**src/hw/rtl/etv_pkg.sv**
```systemverilog
// types, constants and constant tables shared by the synth voice
package etv_pkg;

  // fixed formats
  localparam int LEN_BITS      = 20;
  localparam int ENV_FRAC_BITS = 24;
  localparam int FREQ_BITS     = 23;
  localparam int PPH_BITS      = 20;
  localparam int TREM_BITS     = 13;
  localparam int ATK_BITS      = 16;
  localparam int SAMPLE_BITS   = 18;
  localparam int PHASE_BITS    = 32;

  // divider sizes
  localparam int DIV_Q_BITS    = 28;
  localparam int DIV_CNT_BITS  = 5;
  localparam logic [DIV_CNT_BITS-1:0] DIV_STEPS_DECAY  = DIV_CNT_BITS'(DIV_Q_BITS);
  localparam logic [DIV_CNT_BITS-1:0] DIV_STEPS_ATTACK = DIV_CNT_BITS'(ENV_FRAC_BITS);

  // exp2 iteration
  localparam int EXP_STEPS     = 24;
  localparam int EXP_K_BITS    = 5;
  localparam int ACC_BITS      = 31;
  localparam int C_BITS        = 30;

  // arithmetic constants
  localparam logic [DIV_Q_BITS-1:0] LOG2_1000_Q24 = 28'd167198116;
  localparam int TREM_DEPTH_Q16 = 13107;

  // reset values
  localparam logic [PPH_BITS-1:0]   PPH_RESET   = 20'd97392;
  localparam logic [TREM_BITS-1:0]  TREM_RESET  = 13'd1024;
  localparam logic [ATK_BITS-1:0]   ATK_RESET   = 16'd441;
  localparam logic [PHASE_BITS-1:0] STEP_RESET  = 32'd42852480;
  localparam logic [ENV_FRAC_BITS-1:0] DF_RESET = ENV_FRAC_BITS'(
    ((64'd1 << ENV_FRAC_BITS) * 64'd9999 + 64'd5000) / 64'd10000);

  // configuration register indexes
  localparam int CFG_ADDR_BITS = 4;
  localparam logic [1:0] REG_PPH  = 2'd0;
  localparam logic [1:0] REG_TREM = 2'd1;
  localparam logic [1:0] REG_ATK  = 2'd2;

  // shared multiplier operand selection
  typedef enum logic [3:0] {
    M_TSTEP = 4'd0,
    M_LSTEP = 4'd1,
    M_TSQ   = 4'd2,
    M_LSQ   = 4'd3,
    M_TREM  = 4'd4,
    M_DECAY = 4'd5,
    M_TENV  = 4'd6,
    M_AM    = 4'd7,
    M_EXP   = 4'd8
  } mul_sel_e;

  // product writeback destination
  typedef enum logic [3:0] {
    W_NONE  = 4'd0,
    W_TSTEP = 4'd1,
    W_PHASE = 4'd2,
    W_TSIN  = 4'd3,
    W_LSIN  = 4'd4,
    W_TREM  = 4'd5,
    W_DECAY = 4'd6,
    W_TENV  = 4'd7,
    W_EXP   = 4'd8
  } wb_sel_e;

  // controller to datapath commands
  typedef struct packed {
    mul_sel_e mul_sel;
    wb_sel_e  wb_sel;
    logic     cap_in;
    logic     load_trig;
    logic     div_decay;
    logic     div_attack;
    logic     env_from_div;
    logic     exp_init;
    logic     exp_step;
    logic     df_load;
    logic     left_dec;
    logic     res_load;
    logic     res_zero;
  } etv_cmd_t;

  // datapath to controller status
  typedef struct packed {
    logic is_trig;
    logic live;
    logic in_attack;
    logic div_busy;
    logic exp_last;
  } etv_stat_t;

  typedef logic [EXP_STEPS:0][C_BITS-1:0] exp_tab_t;

  // integer square root, bit by bit
  function automatic logic [63:0] isqrt64(input logic [63:0] v_in);
    logic [63:0] v;
    logic [63:0] r;
    logic [63:0] b;
    int i;
    v = v_in;
    r = '0;
    b = 64'h4000_0000_0000_0000;
    for (i = 0; i < 32; i++) begin
      if (b > v) b = b >> 2;
    end
    for (i = 0; i < 32; i++) begin
      if (b != 64'd0) begin
        if (v >= r + b) begin
          v = v - (r + b);
          r = (r >> 1) + b;
        end else begin
          r = r >> 1;
        end
        b = b >> 2;
      end
    end
    return r;
  endfunction

  // factors 2^(-2^-k) in Q30, built at elaboration
  function automatic exp_tab_t exp_table();
    exp_tab_t t;
    logic [63:0] c;
    int k;
    c = 64'd1 << 29;
    t[0] = C_BITS'(c);
    for (k = 1; k <= EXP_STEPS; k++) begin
      c = isqrt64(c << 30);
      t[k] = C_BITS'(c);
    end
    return t;
  endfunction

  localparam exp_tab_t EXP_TAB = exp_table();

  // magnitude of the phase scaled to 17 bits
  function automatic logic [16:0] xq_of(input logic [PHASE_BITS-1:0] ph);
    logic [PHASE_BITS-1:0] m;
    m = ph[PHASE_BITS-1] ? (PHASE_BITS'(0) - ph) : ph;
    return m[PHASE_BITS-1:15];
  endfunction

  // parabolic sine from phase and registered xq squared
  function automatic logic signed [SAMPLE_BITS-1:0] para_y(
    input logic [PHASE_BITS-1:0] ph, input logic [18:0] sq_sh);
    logic [18:0] mag;
    logic signed [SAMPLE_BITS-1:0] y;
    mag = {xq_of(ph), 2'b00} - sq_sh;
    y = {1'b0, mag[16:0]};
    return ph[PHASE_BITS-1] ? -y : y;
  endfunction

endpackage

```
**src/hw/rtl/etv_ctrl.sv**
```systemverilog
// voice sequencer: steps the shared multiplier and divider per item
module etv_ctrl import etv_pkg::*; (
  input  logic      clk_i,
  input  logic      rst_ni,
  input  logic      in_valid_i,
  output logic      in_ready_o,
  output logic      out_valid_o,
  input  logic      out_ready_i,
  input  etv_stat_t stat_i,
  output etv_cmd_t  cmd_o
);

  typedef enum logic [20:0] {
    S_IDLE   = 21'h000001,
    S_TSTEP  = 21'h000002,
    S_TWB    = 21'h000004,
    S_TDIV   = 21'h000008,
    S_EMUL   = 21'h000010,
    S_EWB    = 21'h000020,
    S_EFIN   = 21'h000040,
    S_LSTEP  = 21'h000080,
    S_PHASE  = 21'h000100,
    S_TSQ    = 21'h000200,
    S_LSQ    = 21'h000400,
    S_LWB    = 21'h000800,
    S_TRM    = 21'h001000,
    S_ENV    = 21'h002000,
    S_EDIV   = 21'h004000,
    S_EDEC   = 21'h008000,
    S_TENV   = 21'h010000,
    S_TEWB   = 21'h020000,
    S_AM     = 21'h040000,
    S_OUT    = 21'h080000,
    S_SILENT = 21'h100000
  } state_e;

  state_e state_q, state_d;
  logic   out_valid_q, out_valid_d;
  logic   slot_free;
  logic   in_xfer;

  assign slot_free = !out_valid_q || out_ready_i;
  assign in_xfer   = in_valid_i && (state_q == S_IDLE);

  // next state and commands
  always_comb begin
    state_d = state_q;
    cmd_o   = '0;
    cmd_o.mul_sel = M_TSTEP;
    cmd_o.wb_sel  = W_NONE;
    case (state_q)
      S_IDLE: begin
        if (in_valid_i) begin
          cmd_o.cap_in = 1'b1;
          state_d = S_TSTEP;
        end
      end
      S_TSTEP: begin
        if (stat_i.is_trig) begin
          state_d = S_TWB;
        end else if (stat_i.live) begin
          state_d = S_LSTEP;
        end else begin
          state_d = S_SILENT;
        end
      end
      S_TWB: begin
        cmd_o.wb_sel    = W_TSTEP;
        cmd_o.load_trig = 1'b1;
        cmd_o.div_decay = 1'b1;
        state_d = S_TDIV;
      end
      S_TDIV: begin
        if (!stat_i.div_busy) begin
          cmd_o.exp_init = 1'b1;
          state_d = S_EMUL;
        end
      end
      S_EMUL: begin
        cmd_o.mul_sel = M_EXP;
        state_d = S_EWB;
      end
      S_EWB: begin
        cmd_o.mul_sel  = M_EXP;
        cmd_o.wb_sel   = W_EXP;
        cmd_o.exp_step = 1'b1;
        state_d = stat_i.exp_last ? S_EFIN : S_EMUL;
      end
      S_EFIN: begin
        cmd_o.df_load = 1'b1;
        state_d = S_IDLE;
      end
      S_LSTEP: begin
        cmd_o.mul_sel = M_LSTEP;
        state_d = S_PHASE;
      end
      S_PHASE: begin
        cmd_o.mul_sel = M_LSTEP;
        cmd_o.wb_sel  = W_PHASE;
        state_d = S_TSQ;
      end
      S_TSQ: begin
        cmd_o.mul_sel = M_TSQ;
        state_d = S_LSQ;
      end
      S_LSQ: begin
        cmd_o.mul_sel = M_LSQ;
        cmd_o.wb_sel  = W_TSIN;
        state_d = S_LWB;
      end
      S_LWB: begin
        cmd_o.mul_sel = M_LSQ;
        cmd_o.wb_sel  = W_LSIN;
        state_d = S_TRM;
      end
      S_TRM: begin
        cmd_o.mul_sel = M_TREM;
        state_d = S_ENV;
      end
      S_ENV: begin
        cmd_o.mul_sel = M_DECAY;
        cmd_o.wb_sel  = W_TREM;
        if (stat_i.in_attack) begin
          cmd_o.div_attack = 1'b1;
          state_d = S_EDIV;
        end else begin
          state_d = S_EDEC;
        end
      end
      S_EDIV: begin
        if (!stat_i.div_busy) begin
          cmd_o.env_from_div = 1'b1;
          state_d = S_TENV;
        end
      end
      S_EDEC: begin
        cmd_o.wb_sel = W_DECAY;
        state_d = S_TENV;
      end
      S_TENV: begin
        cmd_o.mul_sel  = M_TENV;
        cmd_o.left_dec = 1'b1;
        state_d = S_TEWB;
      end
      S_TEWB: begin
        cmd_o.mul_sel = M_TENV;
        cmd_o.wb_sel  = W_TENV;
        state_d = S_AM;
      end
      S_AM: begin
        cmd_o.mul_sel = M_AM;
        state_d = S_OUT;
      end
      S_OUT: begin
        cmd_o.mul_sel = M_AM;
        if (slot_free) begin
          cmd_o.res_load = 1'b1;
          state_d = S_IDLE;
        end
      end
      S_SILENT: begin
        if (slot_free) begin
          cmd_o.res_load = 1'b1;
          cmd_o.res_zero = 1'b1;
          state_d = S_IDLE;
        end
      end
      default: state_d = S_IDLE;
    endcase
  end

  // result slot occupancy
  always_comb begin
    out_valid_d = out_valid_q;
    if (out_valid_q && out_ready_i) out_valid_d = 1'b0;
    if (cmd_o.res_load) out_valid_d = 1'b1;
  end

  always_ff @(posedge clk_i or negedge rst_ni) begin
    if (!rst_ni) begin
      state_q     <= S_IDLE;
      out_valid_q <= 1'b0;
    end else begin
      state_q     <= state_d;
      out_valid_q <= out_valid_d;
    end
  end

  assign in_ready_o  = (state_q == S_IDLE) && (in_xfer || !in_valid_i);
  assign out_valid_o = out_valid_q;

endmodule

```
**config.mk**
```make
export PLATFORM = sky130hd
export DESIGN_NAME = etv_ctrl
export DESIGN_NICKNAME = d
export VERILOG_FILES = /design/src/hw/rtl/etv_pkg.sv /design/src/hw/rtl/etv_ctrl.sv
export SDC_FILE = /design/constraint.sdc
export NUM_CORES = 1
export LEC_CHECK = 0
export BUFFER_PORTS_ARGS = -buffer_cell sky130_fd_sc_hd__buf_2
export CAP_MARGIN = 20
export CORE_MARGIN = 2
export CORE_UTILIZATION = 54
export CTS_CLUSTER_SIZE = 28
export DETAILED_ROUTE_END_ITERATION = 7
export GPL_ROUTABILITY_DRIVEN = 0
export PLACE_DENSITY = 0.79
export SLEW_MARGIN = 10
export SYNTH_ARGS = -nofsm -noshare
export SYNTH_HDL_FRONTEND = slang
export SYNTH_SLANG_ARGS = --single-unit
```
**constraint.sdc**
```tcl
create_clock -name clk_i -period 3.7 [get_ports clk_i]
set_input_delay 0.37 -clock clk_i [delete_from_list [all_inputs] [get_ports clk_i]]
set_output_delay 0.37 -clock clk_i [all_outputs]
set_load 0.02 [all_outputs]
```
==> impl_metrics.ini <==
[pwr]
p_int_uw = 409
p_leak_uw = 0.000845
sw_frac_of_total = 0.409
total_power_uw = 691
combPwrFrac = 0.409
power_frac_clock = 0.168
ir_drop_uv = 320
p_sw_uw = 282
power_frac_seq = 0.423
power_density_nw_per_um2 = 428

[min_path]
hp-class = in2async

[critical_path]
critPathKind = reg2out
path_max_fanout = 7
required_ns = 3.33
end_kind = output pin
slowest_stage = nor4_2
arrival_ns = 2.64
path_delay_family = simple AND/OR/NAND/NOR gates
critPathLaunchType = flip-flop
max_stage_delay_ns = 0.47
path_buf_inv = 1
worstPathCellList = nor4_2 -> nand2_1 -> or3_1 -> nor4b_2 -> nor3_1 -> nand3b_1 -> buf_2

[sta]
fin_crit_sh = 0.812
slew-limit-headroom = 0.670
clock_skew_ns = 0.00414
rsz0062_at_grt = no
timing.fmax_mhz = 333
setup_viol = 0
hold_viol = 0
period_needed_ns = 3.01
tightestPinTransition_ns = 0.490
maxSlewViolCount = 0
timing.hold.ws_ns = 0.000627
finalSetupTns_ns = 0

[grt]
grt_max_degree = 23
grtUsageTotal = 0.212
grt_pass1_vias = 1133
grt_pass1_wl_um = 5220
grt_antenna_before_repair = 0
grt_overflow_total = 0

[clocking]
cts_root_buf = clkbuf_4
cts_resized = 0
numCtsBuffers = 3
cts_tree = yes
cts_buffer_depth = 2
post_cts_buffers = 0
cts_hold_buf = 0
cts.sinks = 22
worstSkewPairLatency_ns = 0.31
path_clk_slew_ns = 0.12
htreeDepth = 1

[drt]
drt_iter0_markers = 38
post_drt_wl_per_cell_um = 15.6
vias_per_cell = 6.16
via_count = 1262
firstDrtPassIters = 4
ant_nets = 0
routed_wl_um = 3200
drcViolationCount = 0

[synth]
synthesis.yosys.warnings = 0
yosysUniqueCellTypes = 47
yosys_register_bits = 22
syn_area_um2 = 1430
syn_inst = 146
synth_fp_nets = 155
syn_avg_cell_area_um2 = 9.80
synth_edf_count = 0
synthFlopType = dfrtp_1
async_flop_share = 1.00
seq_area_frac_synth = 0.385

[final_layout]
synthToLayoutAreaGrowth_pct = 12.8
diodes = 0
post-route-util = 0.646
drive_gt1_frac = 0.297
final_nets = 185
fin_area_um2 = 1610

[run_status]
status = complete, no violations

[die]
start_util = 0.573
num_rows = 18
die_x_um = 55.5
io_pins = 30
core-area_um2 = 2500
die-area_um2 = 3080
die_h_um = 55.5

[placement]
port_buffers = 29
hpwl_um = 2470
dpl_cell_area_um2 = 1590

[flow_run]
drv_cap = 0
[synth_stat cells (2+ instances only)]
library cell | count | area, um2
nor2_1 | 18 | 67.6
and2_1 | 3 | 18.8
nor4b_2 | 2 | 30.0
nor2b_1 | 3 | 18.8
a21o_1 | 3 | 22.5
nor4b_1 | 3 | 26.3
nor3b_1 | 4 | 30.0
nand3_2 | 3 | 30.0
or3_1 | 2 | 12.5
nand4b_1 | 2 | 17.5
nor3_1 | 8 | 40.0
dfrtp_1 | 21 | 526
nor4_4 | 3 | 63.8
inv_1 | 4 | 15.0
nand2_1 | 6 | 22.5
buf_4 | 3 | 22.5
xnor2_1 | 5 | 43.8
nand3_1 | 6 | 30.0
nor4_1 | 4 | 25.0
nand2b_1 | 7 | 43.8
a21oi_1 | 3 | 15.0
nand4_1 | 2 | 12.5
nand3b_1 | 4 | 30.0
o21ai_0 | 2 | 10.0
or4_4 | 3 | 33.8
[routing by layer]
metal / track usage / routed length (um) / vias to the layer above
met5: 0 / 0 / -
met4: 0.0662 / 53 / 0
met3: 0.0351 / 197 / 6
met2: 0.349 / 1480 / 58
met1: 0.285 / 1470 / 595
li1: - / - / 603
[registers in the layout, indices dropped and copies added (netlist names)]
signal       count
state_q         21
out_valid_o      1
[stage by stage]
step	instances	setup WS (ns)
final	205	0.694
after global routing	205	0.582
after CTS	205	0.724
after detailed placement	201	1.10
after global placement	201	1.11
after floorplan	146	1.09
[final cells by class]
type	instances	area, um2
inverter	4	15.0
tap	30	37.5
fill	212	886
timing repair buffer	29	145
sequential	22	552
multi-input combinational	116	838
clock buffer	4	26.3
[cells by family after synthesis]
family,share of synthesized area
buffers and inverters,0.0288
and+or+nand+nor,0.459
DFF,0.385
xor gates and xnor gates,0.0367
AOI/OAI and AO/OA,0.0900
[power by group through the flow]
stage | clock, uW | combinational (uW) | sequential [uW]
2_1_floorplan | 0 | 219 | 291
3_3_place_gp | 0 | 272 | 294
3_5_place_dp | 0 | 279 | 295
4_1_cts | 118 | 282 | 291
5_1_grt | 127 | 311 | 294
6_report | 116 | 283 | 292
[path summary, 6_finish.rpt]
path,slack (ns),cells past startpoint,from,end
max,0.69,7,state_q[5]$_DFFE_PN0P_,cmd_o[16]
min,0.0006,1,rst_ni,state_q[14]$_DFFE_PN0P_
max reg2reg,1.40,6,state_q[5]$_DFFE_PN0P_,state_q[3]$_DFFE_PN0P_
min reg2reg,0.53,2,out_valid_o$_DFFE_PN0P_,out_valid_o$_DFFE_PN0P_
max in group asynchronous,3.35,1,rst_ni,state_q[0]$_DFFE_PN1P_
min in group clk_i,0.21,2,stat_i[2],state_q[15]$_DFFE_PN0P_
[placed cells by master, fill, tap and decap left out, types with 2 or more instances in the layout]
| cell type | Yosys | routed |
|---|---|---|
| inv_1 | 4 | 4 |
| nor3b_1 | 4 | 4 |
| nand4b_1 | 2 | 2 |
| nand2_1 | 6 | 6 |
| nor4b_2 | 2 | 2 |
| nand4_1 | 2 | 2 |
| nor4b_1 | 3 | 3 |
| o21ai_0 | 2 | 2 |
| nand2b_1 | 7 | 7 |
| clkbuf_4 | 0 | 3 |
| nand3_1 | 6 | 6 |
| or4_4 | 3 | 3 |
| nor4_4 | 3 | 3 |
| a21o_1 | 3 | 3 |
| or3_1 | 2 | 2 |
| nand3_2 | 3 | 3 |
| a21oi_1 | 3 | 3 |
| buf_2 | 0 | 29 |
| nor4_1 | 4 | 4 |
| and2_1 | 3 | 3 |
| nor2_1 | 18 | 18 |
| xnor2_1 | 5 | 5 |
| nand3b_1 | 4 | 4 |
| nor2b_1 | 3 | 3 |
| dfrtp_1 | 21 | 21 |
| nor3_1 | 8 | 8 |
Power figures use the tool's default switching activity.
