===== src/hw/rtl/etv_pkg.sv =====
// types, constants and constant tables shared by the synth voice
package etv_pkg;

  // fixed formats
  localparam int LEN_BITS      = 20;
  localparam int ENV_FRAC_BITS = 24;
  localparam int FREQ_BITS     = 23;
  localparam int PPH_BITS      = 20;
  localparam int TREM_BITS     = 13;
  localparam int ATK_BITS      = 16;
  localparam int SAMPLE_BITS   = 18;
  localparam int PHASE_BITS    = 32;

  // divider sizes
  localparam int DIV_Q_BITS    = 28;
  localparam int DIV_CNT_BITS  = 5;
  localparam logic [DIV_CNT_BITS-1:0] DIV_STEPS_DECAY  = DIV_CNT_BITS'(DIV_Q_BITS);
  localparam logic [DIV_CNT_BITS-1:0] DIV_STEPS_ATTACK = DIV_CNT_BITS'(ENV_FRAC_BITS);

  // exp2 iteration
  localparam int EXP_STEPS     = 24;
  localparam int EXP_K_BITS    = 5;
  localparam int ACC_BITS      = 31;
  localparam int C_BITS        = 30;

  // arithmetic constants
  localparam logic [DIV_Q_BITS-1:0] LOG2_1000_Q24 = 28'd167198116;
  localparam int TREM_DEPTH_Q16 = 13107;

  // reset values
  localparam logic [PPH_BITS-1:0]   PPH_RESET   = 20'd97392;
  localparam logic [TREM_BITS-1:0]  TREM_RESET  = 13'd1024;
  localparam logic [ATK_BITS-1:0]   ATK_RESET   = 16'd441;
  localparam logic [PHASE_BITS-1:0] STEP_RESET  = 32'd42852480;
  localparam logic [ENV_FRAC_BITS-1:0] DF_RESET = ENV_FRAC_BITS'(
    ((64'd1 << ENV_FRAC_BITS) * 64'd9999 + 64'd5000) / 64'd10000);

  // configuration register indexes
  localparam int CFG_ADDR_BITS = 4;
  localparam logic [1:0] REG_PPH  = 2'd0;
  localparam logic [1:0] REG_TREM = 2'd1;
  localparam logic [1:0] REG_ATK  = 2'd2;

  // shared multiplier operand selection
  typedef enum logic [3:0] {
    M_TSTEP = 4'd0,
    M_LSTEP = 4'd1,
    M_TSQ   = 4'd2,
    M_LSQ   = 4'd3,
    M_TREM  = 4'd4,
    M_DECAY = 4'd5,
    M_TENV  = 4'd6,
    M_AM    = 4'd7,
    M_EXP   = 4'd8
  } mul_sel_e;

  // product writeback destination
  typedef enum logic [3:0] {
    W_NONE  = 4'd0,
    W_TSTEP = 4'd1,
    W_PHASE = 4'd2,
    W_TSIN  = 4'd3,
    W_LSIN  = 4'd4,
    W_TREM  = 4'd5,
    W_DECAY = 4'd6,
    W_TENV  = 4'd7,
    W_EXP   = 4'd8
  } wb_sel_e;

  // controller to datapath commands
  typedef struct packed {
    mul_sel_e mul_sel;
    wb_sel_e  wb_sel;
    logic     cap_in;
    logic     load_trig;
    logic     div_decay;
    logic     div_attack;
    logic     env_from_div;
    logic     exp_init;
    logic     exp_step;
    logic     df_load;
    logic     left_dec;
    logic     res_load;
    logic     res_zero;
  } etv_cmd_t;

  // datapath to controller status
  typedef struct packed {
    logic is_trig;
    logic live;
    logic in_attack;
    logic div_busy;
    logic exp_last;
  } etv_stat_t;

  typedef logic [EXP_STEPS:0][C_BITS-1:0] exp_tab_t;

  // integer square root, bit by bit
  function automatic logic [63:0] isqrt64(input logic [63:0] v_in);
    logic [63:0] v;
    logic [63:0] r;
    logic [63:0] b;
    int i;
    v = v_in;
    r = '0;
    b = 64'h4000_0000_0000_0000;
    for (i = 0; i < 32; i++) begin
      if (b > v) b = b >> 2;
    end
    for (i = 0; i < 32; i++) begin
      if (b != 64'd0) begin
        if (v >= r + b) begin
          v = v - (r + b);
          r = (r >> 1) + b;
        end else begin
          r = r >> 1;
        end
        b = b >> 2;
      end
    end
    return r;
  endfunction

  // factors 2^(-2^-k) in Q30, built at elaboration
  function automatic exp_tab_t exp_table();
    exp_tab_t t;
    logic [63:0] c;
    int k;
    c = 64'd1 << 29;
    t[0] = C_BITS'(c);
    for (k = 1; k <= EXP_STEPS; k++) begin
      c = isqrt64(c << 30);
      t[k] = C_BITS'(c);
    end
    return t;
  endfunction

  localparam exp_tab_t EXP_TAB = exp_table();

  // magnitude of the phase scaled to 17 bits
  function automatic logic [16:0] xq_of(input logic [PHASE_BITS-1:0] ph);
    logic [PHASE_BITS-1:0] m;
    m = ph[PHASE_BITS-1] ? (PHASE_BITS'(0) - ph) : ph;
    return m[PHASE_BITS-1:15];
  endfunction

  // parabolic sine from phase and registered xq squared
  function automatic logic signed [SAMPLE_BITS-1:0] para_y(
    input logic [PHASE_BITS-1:0] ph, input logic [18:0] sq_sh);
    logic [18:0] mag;
    logic signed [SAMPLE_BITS-1:0] y;
    mag = {xq_of(ph), 2'b00} - sq_sh;
    y = {1'b0, mag[16:0]};
    return ph[PHASE_BITS-1] ? -y : y;
  endfunction

endpackage


===== src/hw/rtl/etv_div.sv =====
// restoring divider, one quotient bit per cycle
module etv_div import etv_pkg::*; (
  input  logic                    clk_i,
  input  logic                    rst_ni,
  input  logic                    start_i,
  input  logic [LEN_BITS-1:0]     rem_i,
  input  logic [DIV_Q_BITS-1:0]   dvd_i,
  input  logic [LEN_BITS-1:0]     dvs_i,
  input  logic [DIV_CNT_BITS-1:0] steps_i,
  output logic                    busy_o,
  output logic [DIV_Q_BITS-1:0]   quo_o
);

  logic                    busy_q;
  logic [DIV_CNT_BITS-1:0] cnt_q;
  logic [LEN_BITS-1:0]     rem_q, rem_d, dvs_q;
  logic [DIV_Q_BITS-1:0]   dvd_q, quo_q;
  logic [LEN_BITS:0]       rem_sh;
  logic                    ge;

  // trial subtract
  always_comb begin
    rem_sh = {rem_q, dvd_q[DIV_Q_BITS-1]};
    ge     = rem_sh >= {1'b0, dvs_q};
    rem_d  = ge ? LEN_BITS'(rem_sh - {1'b0, dvs_q}) : rem_sh[LEN_BITS-1:0];
  end

  // control
  always_ff @(posedge clk_i or negedge rst_ni) begin
    if (!rst_ni) begin
      busy_q <= 1'b0;
      cnt_q  <= '0;
    end else if (start_i) begin
      busy_q <= 1'b1;
      cnt_q  <= steps_i;
    end else if (busy_q) begin
      cnt_q <= cnt_q - 1'b1;
      if (cnt_q == DIV_CNT_BITS'(1)) busy_q <= 1'b0;
    end
  end

  // operands and quotient
  always_ff @(posedge clk_i) begin
    if (start_i) begin
      rem_q <= rem_i;
      dvd_q <= dvd_i;
      dvs_q <= dvs_i;
      quo_q <= '0;
    end else if (busy_q) begin
      rem_q <= rem_d;
      dvd_q <= {dvd_q[DIV_Q_BITS-2:0], 1'b0};
      quo_q <= {quo_q[DIV_Q_BITS-2:0], ge};
    end
  end

  assign busy_o = busy_q;
  assign quo_o  = quo_q;

endmodule


===== src/hw/rtl/etv_datapath.sv =====
// voice datapath: shared multiplier, phases, envelope, decay factor
module etv_datapath import etv_pkg::*; (
  input  logic                          clk_i,
  input  logic                          rst_ni,
  input  etv_cmd_t                      cmd_i,
  output etv_stat_t                     stat_o,
  input  logic                          action_i,
  input  logic [FREQ_BITS-1:0]          note_freq_i,
  input  logic [LEN_BITS-1:0]           note_length_i,
  input  logic [PPH_BITS-1:0]           pph_i,
  input  logic [TREM_BITS-1:0]          trem_i,
  input  logic [ATK_BITS-1:0]           atk_i,
  output logic signed [SAMPLE_BITS-1:0] sample_o,
  output logic                          active_o
);

  logic                          action_q;
  logic [FREQ_BITS-1:0]          freq_q;
  logic [LEN_BITS-1:0]           len_q;
  logic [PHASE_BITS-1:0]         tone_phase_q, lfo_phase_q, tone_step_q;
  logic [LEN_BITS-1:0]           total_q, left_q;
  logic [ENV_FRAC_BITS-1:0]      env_q, df_q;
  logic signed [SAMPLE_BITS-1:0] tone_y_q, lfo_y_q, am_q, s1_q;
  logic [ACC_BITS-1:0]           acc_q;
  logic [EXP_K_BITS-1:0]         k_q;
  logic signed [65:0]            p_q;
  logic signed [32:0]            mul_a, mul_b;
  logic signed [65:0]            p_sh16, p_shenv;
  logic signed [SAMPLE_BITS-1:0] sample_q;
  logic                          active_q;

  logic [ATK_BITS-1:0]           attack;
  logic [LEN_BITS-1:0]           elapsed, dec_len;
  logic                          div_start, div_busy;
  logic [LEN_BITS-1:0]           div_rem, div_dvs;
  logic [DIV_Q_BITS-1:0]         div_dvd, quo;
  logic [DIV_CNT_BITS-1:0]       div_steps;
  logic                          exp_bit;
  logic [3:0]                    ip;
  logic [ACC_BITS-1:0]           acc_sh;
  logic [ENV_FRAC_BITS:0]        df_raw;

  // effective attack and note position
  always_comb begin
    attack  = (atk_i == '0) ? ATK_BITS'(1) : atk_i;
    elapsed = total_q - left_q;
    dec_len = (len_q > LEN_BITS'(attack)) ? (len_q - LEN_BITS'(attack)) : LEN_BITS'(1);
  end

  // multiplier operand select
  always_comb begin
    case (cmd_i.mul_sel)
      M_TSTEP: begin mul_a = {10'b0, freq_q};        mul_b = {13'b0, pph_i}; end
      M_LSTEP: begin mul_a = {20'b0, trem_i};        mul_b = {13'b0, pph_i}; end
      M_TSQ:   begin mul_a = {16'b0, xq_of(tone_phase_q)};
                     mul_b = {16'b0, xq_of(tone_phase_q)}; end
      M_LSQ:   begin mul_a = {16'b0, xq_of(lfo_phase_q)};
                     mul_b = {16'b0, xq_of(lfo_phase_q)}; end
      M_TREM:  begin mul_a = 33'(lfo_y_q);           mul_b = 33'(TREM_DEPTH_Q16); end
      M_DECAY: begin mul_a = {9'b0, env_q};          mul_b = {9'b0, df_q}; end
      M_TENV:  begin mul_a = 33'(tone_y_q);          mul_b = {9'b0, env_q}; end
      M_AM:    begin mul_a = 33'(s1_q);              mul_b = 33'(am_q); end
      M_EXP:   begin mul_a = {2'b0, acc_q};          mul_b = {3'b0, EXP_TAB[k_q]}; end
      default: begin mul_a = '0;                     mul_b = '0; end
    endcase
  end

  // registered product
  always_ff @(posedge clk_i) begin
    p_q <= mul_a * mul_b;
  end

  assign p_sh16  = p_q >>> 16;
  assign p_shenv = p_q >>> ENV_FRAC_BITS;

  // attack and decay divider operands, exp2
  always_comb begin
    div_start = cmd_i.div_decay | cmd_i.div_attack;
    if (cmd_i.div_attack) begin
      div_rem   = elapsed;
      div_dvd   = '0;
      div_dvs   = LEN_BITS'(attack);
      div_steps = DIV_STEPS_ATTACK;
    end else begin
      div_rem   = '0;
      div_dvd   = LOG2_1000_Q24;
      div_dvs   = dec_len;
      div_steps = DIV_STEPS_DECAY;
    end
    exp_bit = quo[5'(EXP_STEPS) - k_q];
    ip      = quo[DIV_Q_BITS-1:ENV_FRAC_BITS];
    acc_sh  = acc_q >> ip;
    df_raw  = (ENV_FRAC_BITS+1)'(acc_sh >> (C_BITS - ENV_FRAC_BITS));
  end

  etv_div u_div (
    .clk_i,
    .rst_ni,
    .start_i (div_start),
    .rem_i   (div_rem),
    .dvd_i   (div_dvd),
    .dvs_i   (div_dvs),
    .steps_i (div_steps),
    .busy_o  (div_busy),
    .quo_o   (quo)
  );

  // captured item
  always_ff @(posedge clk_i) begin
    if (cmd_i.cap_in) begin
      action_q <= action_i;
      freq_q   <= note_freq_i;
      len_q    <= note_length_i;
    end
  end

  // voice state
  always_ff @(posedge clk_i or negedge rst_ni) begin
    if (!rst_ni) begin
      tone_phase_q <= '0;
      lfo_phase_q  <= '0;
      tone_step_q  <= STEP_RESET;
      total_q      <= '0;
      left_q       <= '0;
      env_q        <= '0;
      df_q         <= DF_RESET;
    end else begin
      if (cmd_i.wb_sel == W_TSTEP) tone_step_q <= p_q[39:8];
      if (cmd_i.wb_sel == W_PHASE) begin
        tone_phase_q <= tone_phase_q + tone_step_q;
        lfo_phase_q  <= lfo_phase_q + p_q[39:8];
      end
      if (cmd_i.load_trig) begin
        total_q <= len_q;
        left_q  <= len_q;
        env_q   <= '0;
      end
      if (cmd_i.left_dec) left_q <= left_q - 1'b1;
      if (cmd_i.wb_sel == W_DECAY) env_q <= p_q[ENV_FRAC_BITS +: ENV_FRAC_BITS];
      if (cmd_i.env_from_div) env_q <= quo[ENV_FRAC_BITS-1:0];
      if (cmd_i.df_load) begin
        df_q <= df_raw[ENV_FRAC_BITS] ? {ENV_FRAC_BITS{1'b1}} : df_raw[ENV_FRAC_BITS-1:0];
      end
    end
  end

  // sample path and exp2 accumulator
  always_ff @(posedge clk_i) begin
    case (cmd_i.wb_sel)
      W_TSIN:  tone_y_q <= para_y(tone_phase_q, p_q[32:14]);
      W_LSIN:  lfo_y_q  <= para_y(lfo_phase_q, p_q[32:14]);
      W_TREM:  am_q     <= SAMPLE_BITS'(65536) + p_sh16[SAMPLE_BITS-1:0];
      W_TENV:  s1_q     <= p_shenv[SAMPLE_BITS-1:0];
      W_EXP:   if (exp_bit) acc_q <= p_q[C_BITS +: ACC_BITS];
      default: ;
    endcase
    if (cmd_i.exp_init) begin
      acc_q <= ACC_BITS'(1) << C_BITS;
      k_q   <= EXP_K_BITS'(1);
    end else if (cmd_i.exp_step) begin
      k_q <= k_q + 1'b1;
    end
  end

  // result register
  always_ff @(posedge clk_i) begin
    if (cmd_i.res_load) begin
      if (cmd_i.res_zero) begin
        sample_q <= '0;
        active_q <= 1'b0;
      end else begin
        sample_q <= p_sh16[SAMPLE_BITS-1:0];
        active_q <= 1'b1;
      end
    end
  end

  assign sample_o = sample_q;
  assign active_o = active_q;

  assign stat_o.is_trig   = action_q;
  assign stat_o.live      = left_q != '0;
  assign stat_o.in_attack = elapsed < LEN_BITS'(attack);
  assign stat_o.div_busy  = div_busy;
  assign stat_o.exp_last  = k_q == EXP_K_BITS'(EXP_STEPS);

endmodule


===== config.mk =====
export PLATFORM = sky130hd
export DESIGN_NAME = etv_datapath
export DESIGN_NICKNAME = d
export VERILOG_FILES = /design/src/hw/rtl/etv_pkg.sv /design/src/hw/rtl/etv_div.sv /design/src/hw/rtl/etv_datapath.sv
export SDC_FILE = /design/constraint.sdc
export NUM_CORES = 2
export LEC_CHECK = 0
export BUFFER_PORTS_ARGS = -buffer_cell sky130_fd_sc_hd__buf_2
export CAP_MARGIN = 25
export CORE_MARGIN = 2
export CORE_UTILIZATION = 60
export CTS_CLUSTER_SIZE = 24
export DETAILED_ROUTE_END_ITERATION = 7
export GPL_ROUTABILITY_DRIVEN = 1
export GPL_TIMING_DRIVEN = 0
export PLACE_DENSITY = 0.76
export SLEW_MARGIN = 20
export SYNTH_ARGS = -nofsm -noshare
export SYNTH_HDL_FRONTEND = slang
export SYNTH_SLANG_ARGS = --single-unit
export TNS_END_PERCENT = 30

===== constraint.sdc =====
create_clock -name clk_i -period 12.9 [get_ports clk_i]
set_input_delay 1.29 -clock clk_i [delete_from_list [all_inputs] [get_ports clk_i]]
set_output_delay 1.29 -clock clk_i [all_outputs]
set_load 0.03 [all_outputs]

==> results.toml <==
[run_status]
status = "complete, but fails checks"
violations = "design-rule violations, negative setup slack"

[yosys]
synth_commonest_cells = "1228 x inv_1, 1073 x fa_1, 1056 x nand2_1"
ys_ff_latch = 537
yosys_warnings = 0
ys_top_cells_by_area = "fa_1 33%, edfxtp_1 9.2%, ha_1 7.2%"
synth_most_common_cell = "inv_1"
synth_enable_flop_cells = 201
ys_async_sr_fraction = 0.354
avgSynthCellArea_um2 = 9.28
synthDominantCellAreaShare = 0.328
synth_area_mm2 = 0.0655
ys_seq_area_frac = 0.210
syn_nets = 8621
netlist_instances = 7059
synth_flop_cell = "edfxtp_1"
synth_top_area_cell = "fa_1"
synth.distinct_cells = 85

[die]
die_height_um = 334
ioPinCount = 138
coreArea_mm2 = 0.109
die_w_um = 334
die-area_mm2 = 0.112
rows = 121
start_util = 0.604

[layout]
fin_nets = 8880
fin_util = 0.655
drive_above_1_share = 0.0774
synthToLayoutAreaGrowth_pct = 8.56

[setup_path]
crit_path_frequent_cell = "fa_1"
critical_path_buf_inv_count = 11
crit_path_top_delay_cell = "clkbuf_1"
critical_path_class = "in -> reg"
required_ns = 13.41
critPathMaxStageDelay_ns = 0.81
cp-start-kind = "primary input"
cp_max_fo = 10
arrival_ns = 13.48
crit_family = "adder cells"
crit_path_end_kind = "flip-flop"

[sta]
clock_skew_ns = 0.0295
maxSlewHeadroom = 0.177
final_max_slew_viol_count = 0
final-setup-viol-count = 1
fmax_mhz = 77.1
final_hold_viol_count = 0
fin_hold_ws_ns = 0.463
post-route-period-util = 1.00
worstMarginPinSlew_ns = 1.23
setup_slack_ns = -0.0642
fin_crit_ns = 12.96

[grt]
gr-usage-all-layers = 0.465
grt_max_degree = 82
overflow = 0
grt_pass1_vias = 55464
grt_pass1_wl_um = 372000
antenna_found_initial = 22

[hold_path]
worst_hold_path_type = "reg -> reg"

[detailed_routing]
drtPass1Iterations = 8
viasPerCell = 6.31
drcViolationCount = 47
wl_per_cell_um = 29.4
num_vias = 55557
wl_um = 259000
ant_nets = 0
drtIter0Drc = 6753

[placed_design]
pre_cts_slack_ns = -2.81
gp_congestion = 1.08
post-dp-hpwl_um = 210000
port_buffers = 133

[clocking]
clk_latency_ns = 0.65
cts_tree = "yes"
path_clk_slew_ns = 0.06
cts-root-buf = "clkbuf_16"
numCtsBuffers = 55
cts_sinks = 537
h-tree-depth = 2
clockBufferDepth = 3

[power_and_ir_drop]
peakVddDrop_v = 0.000355
power_density_mw_per_mm2 = 178
power.leakage_uw = 0.0324

[run]
max-cap-violations = 0
==> final timing paths <==
| kind | start | end | slack, ns | cells past startpoint |
|---|---|---|---|---|
| min in group asynchronous | rst_ni | total_q[17]$_DFFE_PN0P_ | 0.51 | 1 |
| max in group asynchronous | rst_ni | env_q[7]$_DFFE_PN0P_ | 11.20 | 3 |
| worst max-delay path | cmd_i[15] | p_q[60]$_DFF_P_ | -0.06 | 36 |
| worst min register to register | p_q[60]$_DFF_P_ | acc_q[30]$_SDFFE_PP1P_ | 0.46 | 1 |
| worst min-delay path | p_q[60]$_DFF_P_ | acc_q[30]$_SDFFE_PP1P_ | 0.46 | 1 |
| worst max register to register | tone_phase_q[7]$_DFFE_PN0N_ | p_q[60]$_DFF_P_ | 0.29 | 37 |
==> layer usage <==
metal | wire length [um] | GRT usage | up-vias
met3 | 38900 | 0.200 | 888
met1 | 97100 | 0.610 | 27723
met2 | 105000 | 0.649 | 3997
li1 | - | - | 22929
met5 | 317 | 0.0152 | -
met4 | 17600 | 0.249 | 20
==> what timing repair did <==
action / in CTS / in global routing
setup endpoints to repair: 34 / 18
setup buffers: 17 / 12
hold buffers: 0 / 0
pin swaps: 12 / 8
resized for setup: 73 / 71
==> cell usage in the layout (no fill, tap or decap), drive strengths merged, types with 47 or more instances in the layout <==
| master | n |
|---|---|
| inv | 1229 |
| fa | 1073 |
| nand2 | 1057 |
| nor2 | 584 |
| ha | 375 |
| clkbuf | 371 |
| o21ai | 290 |
| buf | 250 |
| a21oi | 225 |
| edfxtp | 201 |
| xnor2 | 169 |
| dfrtp | 163 |
| dfxtp | 146 |
| mux2i | 103 |
| xor2 | 88 |
| mux2 | 72 |
| and2 | 69 |
| a21o | 66 |
| nor3 | 47 |
==> report_power, final <==
group	switching (uW)	internal, uW
combinational	4970	3020
sequential	602	2310
clock	759	972
total	6340	6310
==> registers in the layout, summed over array words and instances (netlist names), 18 cells and up, named ones only <==
| name | count |
|---|---|
| df_q | 24 |
| s1_q | 18 |
| lfo_phase_q | 32 |
| u_div.rem_q | 20 |
| acc_q | 31 |
| left_q | 20 |
| len_q | 20 |
| sample_o | 18 |
| u_div.dvd_q | 26 |
| tone_y_q | 18 |
| total_q | 20 |
| p_q | 53 |
| tone_phase_q | 32 |
| tone_step_q | 32 |
| u_div.dvs_q | 20 |
| am_q | 18 |
| freq_q | 23 |
| env_q | 24 |
| lfo_y_q | 18 |
| u_div.quo_o | 28 |
==> through the flow <==
step / instances / instance area (um^2) / TNS, ns / total power (uW)
floorplan: 7059 / 65500 / 0 / 7890
global placement: 8606 / 68000 / -83.58 / 10300
detailed placement: 8647 / 68500 / -60.87 / 10500
CTS: 8761 / 70700 / 0 / 12300
global route: 8781 / 71100 / -0.0144 / 13400
finish: 8807 / 71100 / -0.0642 / 12600
==> final cells by class <==
class | count | area, um^2
inverter | 1231 | 4620
fill | 9022 | 37400
clock buffer | 70 | 1550
clock inverter | 33 | 357
buffer | 340 | 1430
sequential | 537 | 13700
antenna | 29 | 72.6
multi-input combinational | 4941 | 46100
timing repair buffer | 212 | 1480
tap | 1414 | 1770
==> kinds of logic after synthesis <==
group                      Yosys count  share of synthesized area
AOI/OAI and AO/OA                  945                     0.0920
buffers and inverters             1581                     0.0910
adders and majority gates         1448                      0.399
DFF                                537                      0.210
xor gates and xnor gates           257                     0.0344
muxes                              194                     0.0346
and+or+nand+nor                   2097                      0.139
(Power assumes the default switching activity.)
